===== config.mk =====
export PLATFORM = sky130hd
export DESIGN_NAME = motor_drive_kickstart_controller_top
export DESIGN_NICKNAME = d
export VERILOG_FILES = /design/src/design/mdk_pkg.sv /design/src/design/mdk_cfg_regs.sv /design/src/design/mdk_in_reg.sv /design/src/design/mdk_engine.sv /design/src/design/motor_drive_kickstart_controller_top.sv
export SDC_FILE = /design/constraint.sdc
export NUM_CORES = 1
export LEC_CHECK = 0
export BUFFER_PORTS_ARGS = -buffer_cell sky130_fd_sc_hd__buf_2
export CORE_AREA = 2 2 156 158
export DETAILED_ROUTE_END_ITERATION = 12
export DIE_AREA = 0 0 158 160
export PLACE_DENSITY_LB_ADDON = 0.12
export SLEW_MARGIN = 10
export SYNTH_ARGS = -nofsm -noshare
export SYNTH_HDL_FRONTEND = slang
export SYNTH_SLANG_ARGS = --single-unit

===== constraint.sdc =====
create_clock -name clk -period 8.6 [get_ports clk]
set_clock_uncertainty 0.2 [all_clocks]
set_input_delay 1.72 -clock clk [delete_from_list [all_inputs] [get_ports clk]]
set_output_delay 1.72 -clock clk [all_outputs]
set_load 0.01 [all_outputs]

===== src/design/mdk_pkg.sv =====
`default_nettype none

package mdk_pkg;

    localparam int DutyWidth   = 8;
    localparam int KickWidth   = 10;
    localparam int TickWidth   = 8;
    localparam int PeriodWidth = 16;
    localparam int CfgIdxWidth = 3;
    localparam int CfgDatWidth = 16;
    localparam int ProdWidth   = PeriodWidth + TickWidth;

    localparam logic [DutyWidth-1:0]   KickDutyRst       = 8'd160;
    localparam logic [KickWidth-1:0]   KickTicksRst      = 10'd100;
    localparam logic [TickWidth-1:0]   TickMsRst         = 8'd10;
    localparam logic [PeriodWidth-1:0] BlinkPeriodRst    = 16'd1000;
    localparam logic [PeriodWidth-1:0] HaltBlinkRst      = 16'd100;
    localparam logic [PeriodWidth-1:0] BlinkCountMax     = 16'hFFFF;

    localparam logic [CfgIdxWidth-1:0] REG_KICK_DUTY         = 3'd0;
    localparam logic [CfgIdxWidth-1:0] REG_KICK_TICKS        = 3'd1;
    localparam logic [CfgIdxWidth-1:0] REG_TICK_MS           = 3'd2;
    localparam logic [CfgIdxWidth-1:0] REG_BLINK_PERIOD_MS   = 3'd3;
    localparam logic [CfgIdxWidth-1:0] REG_HALT_BLINK_PERIOD = 3'd4;

    typedef enum logic [1:0] {
        FUNC_TICK  = 2'd0,
        FUNC_DRIVE = 2'd1,
        FUNC_HALT  = 2'd2
    } func_t;

    typedef enum logic [1:0] {
        GEAR_FREE    = 2'd0,
        GEAR_FORWARD = 2'd1,
        GEAR_REVERSE = 2'd2,
        GEAR_BRAKE   = 2'd3
    } gear_t;

    typedef struct packed {
        logic [DutyWidth-1:0]   kick_duty;
        logic [KickWidth-1:0]   kick_ticks;
        logic [TickWidth-1:0]   tick_ms;
        logic [PeriodWidth-1:0] blink_period_ms;
        logic [PeriodWidth-1:0] halt_blink_period_ms;
    } cfg_t;

    typedef struct packed {
        func_t                func;
        gear_t                gear;
        logic [DutyWidth-1:0] duty;
    } item_t;

    typedef struct packed {
        logic valid;
        logic advance;
    } stage_ctl_t;

    typedef struct packed {
        logic halted;
        logic kick_active;
    } status_t;

endpackage

`default_nettype wire


===== src/design/mdk_cfg_regs.sv =====
`default_nettype none

module mdk_cfg_regs
    import mdk_pkg::*;
(
    input  wire logic                   clk,
    input  wire logic                   rst_n,
    input  wire logic                   cfg_wr_en,
    input  wire logic [CfgIdxWidth-1:0] cfg_index,
    input  wire logic [CfgDatWidth-1:0] cfg_data,
    output cfg_t                        cfg
);

    cfg_t cfg_reg;
    cfg_t cfg_next;

    always_comb
    begin
        cfg_next = cfg_reg;
        if (cfg_wr_en)
        begin
            case (cfg_index)
                REG_KICK_DUTY:         cfg_next.kick_duty = cfg_data[DutyWidth-1:0];
                REG_KICK_TICKS:        cfg_next.kick_ticks = cfg_data[KickWidth-1:0];
                REG_TICK_MS:           cfg_next.tick_ms = cfg_data[TickWidth-1:0];
                REG_BLINK_PERIOD_MS:   cfg_next.blink_period_ms = cfg_data[PeriodWidth-1:0];
                REG_HALT_BLINK_PERIOD: cfg_next.halt_blink_period_ms =
                                           cfg_data[PeriodWidth-1:0];
                default:               cfg_next = cfg_reg;
            endcase
        end
    end

    always_ff @(posedge clk or negedge rst_n)
    begin
        if (!rst_n)
        begin
            cfg_reg.kick_duty            <= KickDutyRst;
            cfg_reg.kick_ticks           <= KickTicksRst;
            cfg_reg.tick_ms              <= TickMsRst;
            cfg_reg.blink_period_ms      <= BlinkPeriodRst;
            cfg_reg.halt_blink_period_ms <= HaltBlinkRst;
        end
        else
        begin
            cfg_reg <= cfg_next;
        end
    end

    assign cfg = cfg_reg;

endmodule

`default_nettype wire


===== src/design/mdk_in_reg.sv =====
`default_nettype none

module mdk_in_reg
    import mdk_pkg::*;
(
    input  wire logic  clk,
    input  wire logic  rst_n,
    input  wire logic  in_valid,
    output logic       in_stall,
    input  wire item_t in_item,
    input  wire logic  advance,
    output stage_ctl_t ctl,
    output item_t      item
);

    logic  valid_reg;
    logic  valid_next;
    item_t item_reg;
    logic  take;

    assign in_stall   = valid_reg && !advance;
    assign take       = in_valid && !in_stall;
    assign valid_next = take || (valid_reg && !advance);

    always_ff @(posedge clk or negedge rst_n)
    begin
        if (!rst_n)
        begin
            valid_reg <= 1'b0;
        end
        else
        begin
            valid_reg <= valid_next;
        end
    end

    always_ff @(posedge clk)
    begin
        if (take)
        begin
            item_reg <= in_item;
        end
    end

    assign ctl.valid   = valid_reg;
    assign ctl.advance = advance;
    assign item        = item_reg;

endmodule

`default_nettype wire


===== src/design/mdk_engine.sv =====
`default_nettype none

module mdk_engine
    import mdk_pkg::*;
(
    input  wire logic                 clk,
    input  wire logic                 rst_n,
    input  wire cfg_t                 cfg,
    input  wire logic                 item_valid,
    input  wire item_t                item,
    output logic                      advance,
    output logic                      out_valid,
    input  wire logic                 out_stall,
    output logic [DutyWidth-1:0]      pwm_fwd,
    output logic [DutyWidth-1:0]      pwm_rev,
    output logic                      led_on,
    output logic                      is_halted,
    output status_t                   status
);

    logic [DutyWidth-1:0]   held_duty_reg,   held_duty_next;
    gear_t                  held_gear_reg,   held_gear_next;
    logic [KickWidth-1:0]   kick_left_reg,   kick_left_next;
    logic [PeriodWidth-1:0] blink_count_reg, blink_count_next;
    logic                   led_level_reg,   led_level_next;
    logic                   halted_reg,      halted_next;

    logic                   out_valid_reg,   out_valid_next;
    logic [DutyWidth-1:0]   fwd_reg,         fwd_next;
    logic [DutyWidth-1:0]   rev_reg,         rev_next;
    logic                   led_reg,         led_next;
    logic                   hlt_reg,         hlt_next;

    logic                   fire;
    logic                   emit;
    logic [PeriodWidth-1:0] count_inc;
    logic [PeriodWidth-1:0] period;
    logic [ProdWidth-1:0]   elapsed;
    logic                   toggle;

    assign advance   = !out_valid_reg || !out_stall;
    assign fire      = item_valid && advance;
    assign count_inc = (blink_count_reg == BlinkCountMax) ? blink_count_reg
                                                          : blink_count_reg + 1'b1;
    assign period    = halted_reg ? cfg.halt_blink_period_ms : cfg.blink_period_ms;
    assign elapsed   = ProdWidth'(count_inc) * ProdWidth'(cfg.tick_ms);
    assign toggle    = elapsed > ProdWidth'(period[PeriodWidth-1:1]);

    always_comb
    begin
        logic [DutyWidth-1:0] run_duty;
        held_duty_next   = held_duty_reg;
        held_gear_next   = held_gear_reg;
        kick_left_next   = kick_left_reg;
        blink_count_next = blink_count_reg;
        led_level_next   = led_level_reg;
        halted_next      = halted_reg;
        emit             = 1'b0;
        fwd_next         = '0;
        rev_next         = '0;
        led_next         = led_level_reg;
        hlt_next         = halted_reg;
        run_duty         = (kick_left_reg != '0) ? cfg.kick_duty : held_duty_reg;
        if (fire)
        begin
            case (item.func)
                FUNC_DRIVE:
                begin
                    if (!halted_reg)
                    begin
                        if (held_duty_reg == '0 || held_gear_reg == GEAR_FREE ||
                            held_gear_reg == GEAR_BRAKE)
                        begin
                            kick_left_next = cfg.kick_ticks;
                        end
                        if (item.duty > cfg.kick_duty)
                        begin
                            kick_left_next = '0;
                        end
                        held_duty_next = item.duty;
                        held_gear_next = item.gear;
                    end
                end
                FUNC_HALT:
                begin
                    halted_next = 1'b1;
                    emit        = 1'b1;
                    hlt_next    = 1'b1;
                end
                FUNC_TICK:
                begin
                    emit             = 1'b1;
                    blink_count_next = toggle ? '0 : count_inc;
                    led_level_next   = led_level_reg ^ toggle;
                    led_next         = led_level_reg ^ toggle;
                    if (!halted_reg)
                    begin
                        case (held_gear_reg)
                            GEAR_FORWARD: fwd_next = run_duty;
                            GEAR_REVERSE: rev_next = run_duty;
                            GEAR_BRAKE:
                            begin
                                fwd_next = held_duty_reg;
                                rev_next = held_duty_reg;
                            end
                            default: ;
                        endcase
                        if (kick_left_reg != '0)
                        begin
                            kick_left_next = kick_left_reg - 1'b1;
                        end
                    end
                end
                default: ;
            endcase
        end
    end

    always_comb
    begin
        if (fire && emit)
        begin
            out_valid_next = 1'b1;
        end
        else if (!out_stall)
        begin
            out_valid_next = 1'b0;
        end
        else
        begin
            out_valid_next = out_valid_reg;
        end
    end

    always_ff @(posedge clk or negedge rst_n)
    begin
        if (!rst_n)
        begin
            held_duty_reg   <= '0;
            held_gear_reg   <= GEAR_FREE;
            kick_left_reg   <= '0;
            blink_count_reg <= '0;
            led_level_reg   <= 1'b1;
            halted_reg      <= 1'b0;
            out_valid_reg   <= 1'b0;
        end
        else
        begin
            held_duty_reg   <= held_duty_next;
            held_gear_reg   <= held_gear_next;
            kick_left_reg   <= kick_left_next;
            blink_count_reg <= blink_count_next;
            led_level_reg   <= led_level_next;
            halted_reg      <= halted_next;
            out_valid_reg   <= out_valid_next;
        end
    end

    always_ff @(posedge clk)
    begin
        if (fire && emit)
        begin
            fwd_reg <= fwd_next;
            rev_reg <= rev_next;
            led_reg <= led_next;
            hlt_reg <= hlt_next;
        end
    end

    assign out_valid          = out_valid_reg;
    assign pwm_fwd            = fwd_reg;
    assign pwm_rev            = rev_reg;
    assign led_on             = led_reg;
    assign is_halted          = hlt_reg;
    assign status.halted      = halted_reg;
    assign status.kick_active = kick_left_reg != '0;

endmodule

`default_nettype wire


===== src/design/motor_drive_kickstart_controller_top.sv =====
// Channel  | Signals                                   | Direction
// ---------+-------------------------------------------+----------
// in       | in_valid, in_stall, func, gear, duty      | into block
// out      | out_valid, out_stall, pwm_fwd, pwm_rev,   | out of block
//          | led_on, is_halted                         |
// cfg      | cfg_wr_en, cfg_index, cfg_data            | into block
//
// One item per cycle sustained while the output is not stalled; each item
// goes through the input register, then the state update into the result register.
// Drive commands and unused kinds give no result.
// Reset: gear free, duty and kick count zero, LED on, not halted.
// An output stall holds the result and stalls the input once the input
// register is also full.
`default_nettype none

module motor_drive_kickstart_controller_top
    import mdk_pkg::*;
(
    input  wire logic                   clk,
    input  wire logic                   rst_n,
    input  wire logic                   in_valid,
    output logic                        in_stall,
    input  wire logic [1:0]             func,
    input  wire logic [1:0]             gear,
    input  wire logic [DutyWidth-1:0]   duty,
    output logic                        out_valid,
    input  wire logic                   out_stall,
    output logic [DutyWidth-1:0]        pwm_fwd,
    output logic [DutyWidth-1:0]        pwm_rev,
    output logic                        led_on,
    output logic                        is_halted,
    input  wire logic                   cfg_wr_en,
    input  wire logic [CfgIdxWidth-1:0] cfg_index,
    input  wire logic [CfgDatWidth-1:0] cfg_data
);

    cfg_t       cfg;
    item_t      in_item;
    item_t      item;
    stage_ctl_t ctl;
    status_t    status;
    logic       advance;

    assign in_item.func = func_t'(func);
    assign in_item.gear = gear_t'(gear);
    assign in_item.duty = duty;

    mdk_cfg_regs u_cfg (
        .clk       (clk),
        .rst_n     (rst_n),
        .cfg_wr_en (cfg_wr_en),
        .cfg_index (cfg_index),
        .cfg_data  (cfg_data),
        .cfg       (cfg)
    );

    mdk_in_reg u_in (
        .clk      (clk),
        .rst_n    (rst_n),
        .in_valid (in_valid),
        .in_stall (in_stall),
        .in_item  (in_item),
        .advance  (advance),
        .ctl      (ctl),
        .item     (item)
    );

    mdk_engine u_engine (
        .clk        (clk),
        .rst_n      (rst_n),
        .cfg        (cfg),
        .item_valid (ctl.valid),
        .item       (item),
        .advance    (advance),
        .out_valid  (out_valid),
        .out_stall  (out_stall),
        .pwm_fwd    (pwm_fwd),
        .pwm_rev    (pwm_rev),
        .led_on     (led_on),
        .is_halted  (is_halted),
        .status     (status)
    );

`ifndef SYNTHESIS
    a_halt_zero_duty: assert property (@(posedge clk) disable iff (!rst_n)
        out_valid && is_halted |-> pwm_fwd == '0 && pwm_rev == '0)
        else $error("halted result carries non-zero duty");

    a_halt_sticky: assert property (@(posedge clk) disable iff (!rst_n)
        status.halted |=> status.halted)
        else $error("halt state cleared");

    a_stall_when_full: assert property (@(posedge clk) disable iff (!rst_n)
        ctl.valid && out_valid && out_stall |-> in_stall)
        else $error("input transfer taken while both stages blocked");

    a_no_stall_empty: assert property (@(posedge clk) disable iff (!rst_n)
        !ctl.valid |-> !in_stall && ctl.advance == advance)
        else $error("input stalled with empty input register");
`endif

endmodule

`default_nettype wire


* Word level (Yosys, flattened, before mapping)
Cells that the tools add are included.
** Storage, ports and cells
- Flip-flop bits (word level) :: 128
- Output and inout port bits :: 20
- Bits of input ports :: 36
** Operators by class
- Bitwise operators :: 4
- Mux-type cells :: 20
- Reduce and logical (&&, ||, !) cells :: 28
- Add/sub/neg operators :: 2
- Equality and inequality tests :: 15
- Magnitude comparators :: 2
- $mul :: 1
** Operators with widths (count)
- $mux 10 :: 5
- $mux 16 :: 3
- $pmux 8 s2 :: 2
- $gt 24x15->1 :: 1
- $mul 16x8->24 :: 1
- $pmux 10 s2 :: 1
- $add 16x1->16 const B :: 1
- $eq 16x16->1 const B :: 1
- $reduce_and 2->1 :: 6
- $reduce_bool 10->1 :: 1
- $sub 10x1->10 const B :: 1
- $gt 8x8->1 :: 1
- $logic_not 8->1 :: 1
- $mux 1 :: 8
- $mux 8 :: 1
- $eq 2x2->1 const B :: 3
- $eq 3x2->1 const B :: 2
- $ne 2x2->1 const B :: 3
- $reduce_and 6->1 :: 1
- $eq 2x1->1 const B :: 2
- $logic_and 1x1->1 :: 4
- $logic_not 1->1 :: 4
- $logic_not 2->1 :: 2
- $logic_or 1x1->1 :: 4
- 11 further kinds :: 13

* Depth between registers and ports, before layout
- Depth after elaboration :: 7
- Mapped depth :: 32
- Mapped depth without buffers :: 30

* Modules after synthesis
A second synthesis with hierarchy kept.
** Second synthesis, totals
- Cells, all modules :: 998
- Area total of the unflattened synthesis :: 10488.8 sq um
** By module, submodules not included
- mdk_engine :: cells each 853, area an instance 7826.3 sq um, instances 1
- mdk_cfg_regs :: cells each 126, area an instance 2229.6 sq um, instances 1
- mdk_in_reg :: cells each 19, area an instance 432.9 sq um, instances 1

* Worst setup path before layout
Ideal clock, no wire load.
- Kind :: register -> register
- From :: register u_engine.blink_count_reg[5]
- To :: register u_engine.led_reg (netlist: u_engine.led_on) (data pin)
- Cell stages (with the launch flop) :: 30
- Clock period less this slack :: 7.571 ns
- Path slack :: 1.029 ns
- Library setup time :: 0.283 ns
- Data required time :: 8.117 ns
- Data arrival time :: 7.087 ns
- Buffers on the path :: 1
- Cell sequence :: dfrtp_1 and4_1 buf_2 and3_1 and4_1 nand3_4 and3_1 nand2_1 and2_1 nor2_1 nor2b_1 fa_1 fa_1 fa_1 inv_1 fa_1 inv_1 ha_1 a21oi_1 o21ai_1 nor2b_1 nor3_1 xnor2_1 ha_1 or4_1 a21oi_1 a211o_1 o211ai_1 nor4b_4 o211ai_1
** Between the ends
- Word-level cells in the longest chain between the ends :: 7
- Elaborated cells between the ends (all ways) :: 8
- Classes of those cells :: 1 x add/sub; 1 x mul; 1 x order compare; 1 x eq/ne; 3 x mux; 1 x bitwise
** RTL lines
- from (decl) :: line mdk_engine.sv:24 : logic [PeriodWidth-1:0] blink_count_reg, blink_count_next;
- from (signal assigned) :: line mdk_engine.sv:152 : blink_count_reg <= blink_count_next;
- $add 16x1->16 / $eq 16x16->1 (equally long branches) :: line mdk_engine.sv:44, mdk_engine.sv:43
- $mux 16 (*) :: line mdk_engine.sv:43 : assign count_inc = (blink_count_reg == BlinkCountMax) ? blink_count_reg
- $mul 16x8->24 (*) :: line mdk_engine.sv:46 : assign elapsed = ProdWidth'(count_inc) * ProdWidth'(cfg.tick_ms);
- $gt 24x15->1 (*) :: line mdk_engine.sv:47 : assign toggle = elapsed > ProdWidth'(period[PeriodWidth-1:1]);
- $xor 1x1->1 (*) :: line mdk_engine.sv:95 : led_next = led_level_reg ^ toggle;
- $mux 1 (*) :: line mdk_engine.sv:66 : case (item.func)
- $mux 1 (*) :: line mdk_engine.sv:64 : if (fire)
- to (signal assigned) :: line mdk_engine.sv:165 : led_reg <= led_next;
- to (decl) :: line mdk_engine.sv:31 : logic led_reg, led_next;
Mark *: on every way between the ends. The rest lies on a longest branch, timed or not.
A chain may end at the register's enable or synchronous reset.

* Final worst setup path
- From :: register u_engine.blink_count_reg[3]
- To :: register u_engine.led_reg (netlist: u_engine.led_on) (data pin)
The elaborated chain is that of the path after synthesis.

==> impl_results.md <==
- Outcome: complete, no violations
- DPL Wire Length: 18000 um
- Number of synthesized flops with an enable pin: 30
- Register area: between 3000 and 4000 um2
- GPL Wtd Cong: 0.828
- Clk slew on worst S/H paths: roughly 0.06 ns
- Setup Buffers After CTS: 0
- Ranking of synthesized cells by area: dfrtp_1, fa_1, edfxtp_1
- Die width: about 160 um
- # port buffers: 55
- Full die area: 25300 um2
- Final WS setup: approximately 0.57 ns
- CTS sink count: roughly 130
- Int Pwr: 2100 uW
- Setup TNS: 0 ns
- Area leader, netlist: dfrtp_1
- Place WS: 0.523 ns
- Max-cap viol count: 0
- Aggregate global routing overflow: 0
- Initial antenna violation count: 1
- Placed cell area: about 11000 um2
- Worst Path Max Fanout: 9
- Combinational share of power: 56.5%
- # rows: 57
- Setup CP Type: flip-flop to flip-flop
- Clk_lat worst skew: between 0.4 and 0.5 ns
- # placed instances: roughly 1.4k
- Final Critical Period: around 8 ns
- Library cells used by synthesis: 67
- Synth async-reset ratio: 76.2%
- GRT Total Usage: between 20% and 30%
- Final worst path period share: slightly above 90%
- Switching Share: a little over two fifths
- Synthesized area: ~10000 um2
- Startpoint Class: flip-flop
- Global-route wire length before repair: around 41000 um
- CP peak stage delay: about 0.57 ns
- # DRC: 0
- Setup Viol. Count Final: 0
- Syn_nets: 1212
- Root buf cell: clkbuf_16
- GR Util met3: under 10%
- Routed Antenna Nets: 0
- Max reg flops: between 50 and 60
- Finished Layout Cells: about 1.4k
- Crit. End Element: flip-flop
- Top cell types by occurrence after synthesis: inv_1, nor2b_1, fa_1, dfrtp_1, ha_1
- Most frequent cell after synthesis: inv_1
- Rel. slew slack: 37.3%
- Layout Area Growth over Synthesis: 12.5%
- Sw power: approximately 1600 uW
- Slew at the pin with the worst max-slew slack: ~0.94 ns
- DR pass1 iterations: 7
- Largest net degree at the start of global routing: 51
- Core region area: about 24000 um2
- Ratio of cells with drive above 1 in the final layout: between 15 and 20%
- CTS tree: done
- Max VDD drop: around 0.17 mV
- Global routing's busiest layer: met2
- Clock Path Buffers: 2
- DR vias: 7413
- CTS Buf Count: 17
- Unrepaired setup endpoints after global routing: false
- Post-Syn Instances: roughly 1k
- Fmax: between 100 and 150 MHz
- Pwr dens: 318 nW/um2
- Top cell type's share of synthesized area: between 10% and 20%
- Worst EP required: between 8 and 9 ns
- Mean Syn Cell Area: 10.2 um2
- WL/cell: approximately 17 um
- Seq pwr share: a little under a quarter
- Seq/Total Area, Yosys: between 30% and 40%
- Met2 usage: about 31%
- GR Layer Usage met1: 30.8%
- Yosys warns: 0
- DR vias/cell: approximately 5.2
- # IOs: between 50 and 60
- Critical path buffers and inverters: 5
- Fin area: roughly 12000 um2
- Starting Density: around 44%
- DRT Wirelength: between 20000 and 25000 um
- Synth Register Bits: between 100 and 150
- CTS Hold Bufs: 0
- H-tree levels: 4
- Fill count: 2267
- Max Slew Vio Count: 0
- Post-CTS Resized: 0
- Clock share of power: between 20% and 30%
- Leakage: around 0.0054 uW
- Multi-input gate area: about 6600 um2
- Die span in y: between 150 and 200 um
- Antenna cells: 0
- Final hold vios: 0
- NumNets Final: about 1.3k
- HP Class: flip-flop to flip-flop
- DRT iter0 DRCs: around 400
- Vias in the first global route: roughly 7.6k
- Slowest cell on the critical path: fa_1
- Crit-path leading delay family: adder cells
- Top FF cell, synth: dfrtp_1
- Arrival time at the worst endpoint: around 8.1 ns
[final cells by class]
type | count | area share, %
Sequential cell | 126 | 28.3
Tap cell | 324 | 3.45
Inverter | 106 | 3.38
Multi-Input combinational cell | 758 | 56.1
Clock buffer | 18 | 3.65
Clock inverter | 14 | 1.53
Timing Repair Buffer | 74 | 3.58
[worst paths after layout]
kind                                                          from                                        to  slack (ns)  cells past startpoint
setup reg to reg           u_engine.blink_count_reg[3]$_DFFE_PN0P_                 u_engine.led_on$_DFFE_PP_        0.57                     30
max in group asynchronous                                    rst_n                 u_cfg.cfg[31]$_DFFE_PN0P_        5.96                      2
min in group asynchronous                                    rst_n  u_engine.blink_count_reg[11]$_DFFE_PN0P_        1.13                      1
setup / recovery           u_engine.blink_count_reg[3]$_DFFE_PN0P_                 u_engine.led_on$_DFFE_PP_        0.57                     30
hold / removal                              u_in.item[8]$_DFFE_PP_     u_engine.held_gear_reg[0]$_DFFE_PN0P_        0.30                      1
hold reg to reg                             u_in.item[8]$_DFFE_PP_     u_engine.held_gear_reg[0]$_DFFE_PN0P_        0.30                      1
[through the flow]
step | hold slack [ns] | utilization (%) | power (uW)
5_1_grt | 0.320 | 49.4 | 4120
6_report | 0.297 | 49.4 | 3740
2_1_floorplan | 0.254 | - | 2450
3_3_place_gp | 0.266 | 46.8 | 2980
3_5_place_dp | 0.280 | 46.8 | 2970
4_1_cts | 0.294 | 49.3 | 3760
[logic make-up (layout without fill, tap and decap cells)]
group | count (synthesis) | after routing | synth area share [%]
AND/OR/NAND/NOR | 335 | 335 | 17.4
AO/OA/AOI/OAI | 163 | 163 | 10.2
adder cells (fa/ha/maj) | 153 | 153 | 24.4
buffers and inverters | 139 | 212 | 5.18
flip-flops | 126 | 126 | 31.8
multiplexers | 79 | 79 | 8.31
XOR/XNOR | 28 | 28 | 2.74
[routing by layer]
| layer | vias up | part of all wire (%) |
|---|---|---|
| met5 | - | 0 |
| met3 | 17 | 3.6 |
| met2 | 98 | 46 |
| li1 | 3585 | - |
| met4 | 0 | 0.69 |
| met1 | 3713 | 50 |
[cells in the final DEF (no fill, tap or decap), types with 7 or more instances in the layout]
cell and count:
a21o_1 8, a21oi_1 51, a22oi_1 7, and2_1 40
buf_2 54, buf_4 20, clkbuf_16 17, dfrtp_1 79
dfstp_2 17, edfxtp_1 30, fa_1 84, ha_1 69
inv_1 106, mux2_2 62, mux2i_1 17, nand2_1 62
nand2b_1 11, nand3_1 15, nand4_1 15, nor2_1 59
nor2b_1 92, nor3_1 10, o211ai_1 8, o21ai_0 42
o31ai_2 11, xnor2_1 15, xor2_1 9
[power by group through the flow]
stage | combinational, uW | clock, uW | sequential (uW)
6_report | 2110 | 755 | 869
5_1_grt | 2440 | 792 | 891
4_1_cts | 2130 | 767 | 870
3_5_place_dp | 2090 | 0 | 880
3_3_place_gp | 2100 | 0 | 877
2_1_floorplan | 1620 | 0 | 820
Note: power is estimated with default switching activity, not from simulation.
